File: config.mk
export PLATFORM = sky130hd
export DESIGN_NAME = scm_ctrl
export DESIGN_NICKNAME = d
export VERILOG_FILES = /design/src/rtl/core/scm_pkg.sv /design/src/rtl/core/scm_ctrl.sv
export SDC_FILE = /design/constraint.sdc
export NUM_CORES = 1
export LEC_CHECK = 0
export BUFFER_PORTS_ARGS = -buffer_cell sky130_fd_sc_hd__buf_2
export CORE_UTILIZATION = 58
export DETAILED_ROUTE_END_ITERATION = 10
export PLACE_DENSITY_LB_ADDON = 0.1
export SLEW_MARGIN = 10
export SYNTH_ARGS = -nofsm -noshare
export SYNTH_HDL_FRONTEND = slang
export SYNTH_SLANG_ARGS = --single-unit
File: constraint.sdc
create_clock -name clock -period 3.5 [get_ports clock]
set_input_delay 0.35 -clock clock [delete_from_list [all_inputs] [get_ports clock]]
set_output_delay 0.35 -clock clock [all_outputs]
set_load 0.05 [all_outputs]
File: src/rtl/core/scm_pkg.sv
// ----------------------------------------------------------------------------
// scm_pkg: stereo correlation meter shared definitions
// Widths, register indexes, payload structs and the command/status structs
// that join the controller and the datapath.
// ----------------------------------------------------------------------------
`default_nettype none

package scm_pkg;

   localparam int SAMPLE_BITS   = 16;
   localparam int COEF_BITS     = 16;
   localparam int AVG_BITS      = 48;
   localparam int PROD_BITS     = 2 * SAMPLE_BITS;
   localparam int POW_BITS      = AVG_BITS - 1 - COEF_BITS;
   localparam int RAD_BITS      = 2 * POW_BITS;
   localparam int ROOT_BITS     = POW_BITS;
   localparam int FLOOR_BITS    = 31;
   localparam int CORR_BITS     = 16;
   localparam int CSR_DATA_BITS = FLOOR_BITS;
   localparam int CSR_IDX_BITS  = 1;

   localparam int SQRT_STEPS    = RAD_BITS / 2;
   localparam int DIV_STEPS     = CORR_BITS;
   localparam int STEP_BITS     = $clog2(SQRT_STEPS);

   localparam logic [CSR_IDX_BITS-1:0] CSR_SMOOTH = 1'b0;
   localparam logic [CSR_IDX_BITS-1:0] CSR_FLOOR  = 1'b1;

   localparam logic [COEF_BITS-1:0]  SMOOTH_RESET = 16'd33;
   localparam logic [FLOOR_BITS-1:0] FLOOR_RESET  = 31'd1074;
   localparam logic [CORR_BITS-1:0]  CORR_MAX     = 16'd32767;

   typedef enum logic [1:0] {
      CH_LEFT  = 2'd0,
      CH_RIGHT = 2'd1,
      CH_CROSS = 2'd2
   } chan_type;

   typedef struct packed {
      logic signed [SAMPLE_BITS-1:0] left_sample;
      logic signed [SAMPLE_BITS-1:0] right_sample;
   } req_type;

   typedef struct packed {
      logic signed [CORR_BITS-1:0] correlation;
      logic                        below_floor;
   } rsp_type;

   typedef struct packed {
      logic     load_in;
      logic     sm_mul;
      logic     sm_scale;
      logic     sm_acc;
      chan_type ch;
      logic     root_mul;
      logic     sqrt_step;
      logic     div_init;
      logic     div_step;
      logic     out_load;
   } dp_cmd_type;

   typedef struct packed {
      logic floor_hit;
   } dp_status_type;

endpackage

`default_nettype wire

File: src/rtl/core/scm_ctrl.sv
// ----------------------------------------------------------------------------
// scm_ctrl: stereo correlation meter controller
// Sequences smoothing, square root and division per beat and owns the
// request/response handshakes.
// ----------------------------------------------------------------------------
`default_nettype none

module scm_ctrl import scm_pkg::*; (
   input  logic          clock,
   input  logic          reset,
   input  logic          req_valid,
   output logic          req_ready,
   output logic          rsp_valid,
   input  logic          rsp_ready,
   output dp_cmd_type    cmd,
   input  dp_status_type status
);

   typedef enum logic [8:0] {
      ST_IDLE     = 9'b000000001,
      ST_SM_MUL   = 9'b000000010,
      ST_SM_SCALE = 9'b000000100,
      ST_SM_ACC   = 9'b000001000,
      ST_ROOT_MUL = 9'b000010000,
      ST_SQRT     = 9'b000100000,
      ST_CHECK    = 9'b001000000,
      ST_DIV      = 9'b010000000,
      ST_DONE     = 9'b100000000
   } state_type;

   state_type             state_ff, state_in;
   chan_type              ch_ff, ch_in;
   logic [STEP_BITS-1:0]  step_ff, step_in;
   logic                  rsp_valid_ff, rsp_valid_in;

   assign req_ready = (state_ff == ST_IDLE);
   assign rsp_valid = rsp_valid_ff;

   always_comb begin
      state_in = state_ff;
      ch_in    = ch_ff;
      step_in  = step_ff;
      cmd      = '0;
      cmd.ch   = ch_ff;
      unique case (state_ff)
         ST_IDLE: begin
            if (req_valid) begin
               cmd.load_in = 1'b1;
               ch_in       = CH_LEFT;
               state_in    = ST_SM_MUL;
            end
         end
         ST_SM_MUL: begin
            cmd.sm_mul = 1'b1;
            state_in   = ST_SM_SCALE;
         end
         ST_SM_SCALE: begin
            cmd.sm_scale = 1'b1;
            state_in     = ST_SM_ACC;
         end
         ST_SM_ACC: begin
            cmd.sm_acc = 1'b1;
            unique case (ch_ff)
               CH_LEFT:  begin ch_in = CH_RIGHT; state_in = ST_SM_MUL;   end
               CH_RIGHT: begin ch_in = CH_CROSS; state_in = ST_SM_MUL;   end
               default:  begin ch_in = CH_LEFT;  state_in = ST_ROOT_MUL; end
            endcase
         end
         ST_ROOT_MUL: begin
            cmd.root_mul = 1'b1;
            step_in      = '0;
            state_in     = ST_SQRT;
         end
         ST_SQRT: begin
            cmd.sqrt_step = 1'b1;
            step_in       = step_ff + STEP_BITS'(1);
            if (step_ff == STEP_BITS'(SQRT_STEPS - 1)) begin
               state_in = ST_CHECK;
            end
         end
         ST_CHECK: begin
            cmd.div_init = 1'b1;
            step_in      = '0;
            // skip the divide when the root is zero or under the floor
            state_in     = status.floor_hit ? ST_DONE : ST_DIV;
         end
         ST_DIV: begin
            cmd.div_step = 1'b1;
            step_in      = step_ff + STEP_BITS'(1);
            if (step_ff == STEP_BITS'(DIV_STEPS - 1)) begin
               state_in = ST_DONE;
            end
         end
         ST_DONE: begin
            // hold until the output register is free
            if (!rsp_valid_ff || rsp_ready) begin
               cmd.out_load = 1'b1;
               state_in     = ST_IDLE;
            end
         end
         default: begin
            state_in = ST_IDLE;
         end
      endcase
   end

   assign rsp_valid_in = cmd.out_load | (rsp_valid_ff & ~rsp_ready);

   always_ff @(posedge clock) begin
      if (reset) begin
         state_ff     <= ST_IDLE;
         ch_ff        <= CH_LEFT;
         step_ff      <= '0;
         rsp_valid_ff <= 1'b0;
      end else begin
         state_ff     <= state_in;
         ch_ff        <= ch_in;
         step_ff      <= step_in;
         rsp_valid_ff <= rsp_valid_in;
      end
   end

endmodule

`default_nettype wire

==> reports/qor.yml <==
status:
  run_status: "finished, final reports clean"
floorplanning:
  dieArea_mm2: 0.001993
  rows: 15
  io_pins: 18
  die_w_um: 44.65
  fp.dieH_um: 44.65
  start_util_pct: 61.76
  core_area_mm2: 0.001708
hold_path:
  holdPathStages: 3
  hold_path_end: "state_ff[7]"
  hold_class: "input pin to flop"
  hold_start: "status"
synthesis:
  synthArstFlopShare_pct: 0
  ys.warnings.count: 0
  syn_inst: 128
  synth_area_mm2: 0.001055
  syn-num-nets: 136
  synth_edf_count: 0
  ys.flop_type: "dfxtp_1"
  synth_cell_types: 40
  ys_seq_area_share_pct: 32.27
  ys_ff_latch: 17
  syn_area_per_cell_um2: 8.240
clocking:
  clock_path_buffers: 2
  clock-root-buffer: "clkbuf_4"
  clock_sinks: 17
  cts_made_buffers: 3
  worstSkewPairLatency_ps: 290
  htree_levels: 1
  ctsHoldBuffers: 0
  clk_pin_slew_ps: 90
  cts_setup_buffers: 0
  post_cts_resized: 0
  cts_tree: "done"
timing:
  fin_skew_ps: 2.745
  finalSetupTns_ps: 0
  rsz0062_at_grt: "false"
  slew_viol_final: 0
  max_freq_ghz: 0.4351
  fin_crit_sh_pct: 65.67
  slew_headroom_pct: 51.57
  fin_crit_ps: 2298
  finalHoldViolations: 0
  tightest_slew_ps: 722.1
  finalSetupViolCount: 0
drt:
  ant_nets: 0
  vias_per_cell: 5.839
  drc: 0
  vias: 981
  totalWireLength_um: 2245
  firstDrtPassIters: 4
  wire_per_inst_um: 13.36
  drt-initial-drc-count: 29
global_routing:
  grt_usage_pct: 24.75
  grt_pass1_vias: 836
  grt-ovfl-total: 0
  grt_pass1_wl_um: 3574
  antenna_found_initial: 0
  grt_start_max_net_pins: 14
finish:
  layout_common_cells: "dfxtp_1, buf_2, inv_1, nor2_1"
  utilization_pct: 68.06
  antenna_cells: 0
  nets: 152
  syn_to_final_growth_pct: 10.20
  drive_above_1_share_pct: 20.28
critical_path:
  cp-end-kind: "output pin"
  r2r_end: "state_ff[0]"
  cp_max_fo: 8
  criticalPathCategory: "flop to output pin"
  cpMostUsedCell: "nor4_4"
  worstPathRequired_ps: 3150
  max_stage_delay_ps: 440
  ff2ff_path_depth: 7
  crit_chain: "nor4_4, nand2_1, nor4_4, buf_2"
  r2r_slack_ps: 1540
  slowest_stage: "nor4_4"
  arrival_ps: 1950
  reg2reg_from: "step_ff[0]"
  cp-start-kind: "flop"
placed_design:
  hpwlAfterDp_um: 1683
  portBuffers: 17
  gp_congestion: 0.8073
run:
  drv_cap: 0
power_and_ir_drop:
  powerDensity_mw_per_mm2: 433.3
  ir_worst_vdd_v: 0.0003587
  p_leak_uw: 0.0004628
sequential cells by signal, summed over array words and instances, names as in the netlist:
| name | cells |
|---|---|
| ch_ff | 2 |
| rsp_valid | 1 |
| state_ff | 9 |
| step_ff | 5 |
kinds of logic after synthesis:
kind of cell,share of synthesized area (%)
adder cells (fa/ha/maj),3.559
flip-flops,32.27
AND/OR/NAND/NOR,38.20
XOR/XNOR,2.492
buffers and inverters,6.524
AO/OA/AOI/OAI,16.96
power breakdown:
| part | switching [uW] | total, uW | internal [uW] | leakage (uW) |
|---|---|---|---|---|
| Sequential | 22.3 | 225 | 202 | 0.000137 |
| Clock | 61.1 | 105 | 44.4 | 0.0000150 |
| Combinational | 117 | 173 | 56.9 | 0.000310 |
per-stage QoR:
step | worst slack, ps | area [um2] | std cells | power [uW] | hold slack (ps)
after floorplan | 1056 | 1055 | 128 | 368.4 | 421.1
after global placement | 1564 | 1136 | 164 | 400.3 | 479.9
after detailed placement | 1546 | 1136 | 164 | 400.9 | 487.6
after CTS | 1212 | 1162 | 168 | 503.6 | 340.8
after global routing | 1018 | 1162 | 168 | 530.6 | 346.0
final | 1202 | 1162 | 168 | 503.6 | 335.2
cell type report:
class / instances / area, um2
clock buffers: 4 / 26.28
fillers: 151 / 545.5
inverters: 9 / 33.78
multi-input cells: 96 / 645.6
flip-flops and latches: 17 / 340.3
well taps: 25 / 31.28
repair buffers: 17 / 85.08
critical path: cells and delay by family, from the launching register on:
kind	cells	cell delay [ps]
buffers and inverters	1	310
DFF	1	410
and+or+nand+nor	3	950
Yosys cell counts, types with 2 or more instances:
library cell | number | area share, %
ha_1 | 3 | 3.6
or3b_1 | 2 | 1.7
and2_1 | 2 | 1.2
inv_1 | 9 | 3.2
nor3_1 | 6 | 2.8
xor2_1 | 3 | 2.5
nor3b_1 | 3 | 2.1
or2_2 | 3 | 1.8
nand2_1 | 8 | 2.8
nor4_4 | 2 | 4.0
a211oi_1 | 2 | 1.4
buf_2 | 4 | 1.9
nand3_1 | 8 | 3.8
and3_1 | 2 | 1.2
o21ai_0 | 6 | 2.8
o311ai_0 | 2 | 1.7
a31oi_1 | 2 | 1.2
nor4b_1 | 3 | 2.5
or3_1 | 2 | 1.2
nand4_1 | 3 | 1.8
a21oi_1 | 7 | 3.3
nor2b_1 | 2 | 1.2
dfxtp_1 | 17 | 32
o21bai_1 | 2 | 1.4
nor2_1 | 9 | 3.2
nand2b_1 | 2 | 1.2
how the worst max path moves through the flow:
stage,from,endpoint,depth (start not counted)
2_1_floorplan,state_ff[5],cmd[10],4
3_3_place_gp,step_ff[0],state_ff[0],7
3_5_place_dp,state_ff[5],cmd[9],4
4_1_cts,state_ff[5],cmd[9],4
5_1_grt,state_ff[5],cmd[9],4
6_report,state_ff[5],cmd[9],4
per-layer routing:
| layer | vias to the layer above | track usage (%) | share of wire (%) |
|---|---|---|---|
| li1 | 491 | - | - |
| met1 | 464 | 30.27 | 46 |
| met2 | 23 | 43.24 | 50 |
| met3 | 3 | 3.673 | 3.4 |
| met4 | 0 | 9.697 | 0.94 |
| met5 | - | 0 | 0 |
Note: power is estimated with default switching activity, not from simulation.
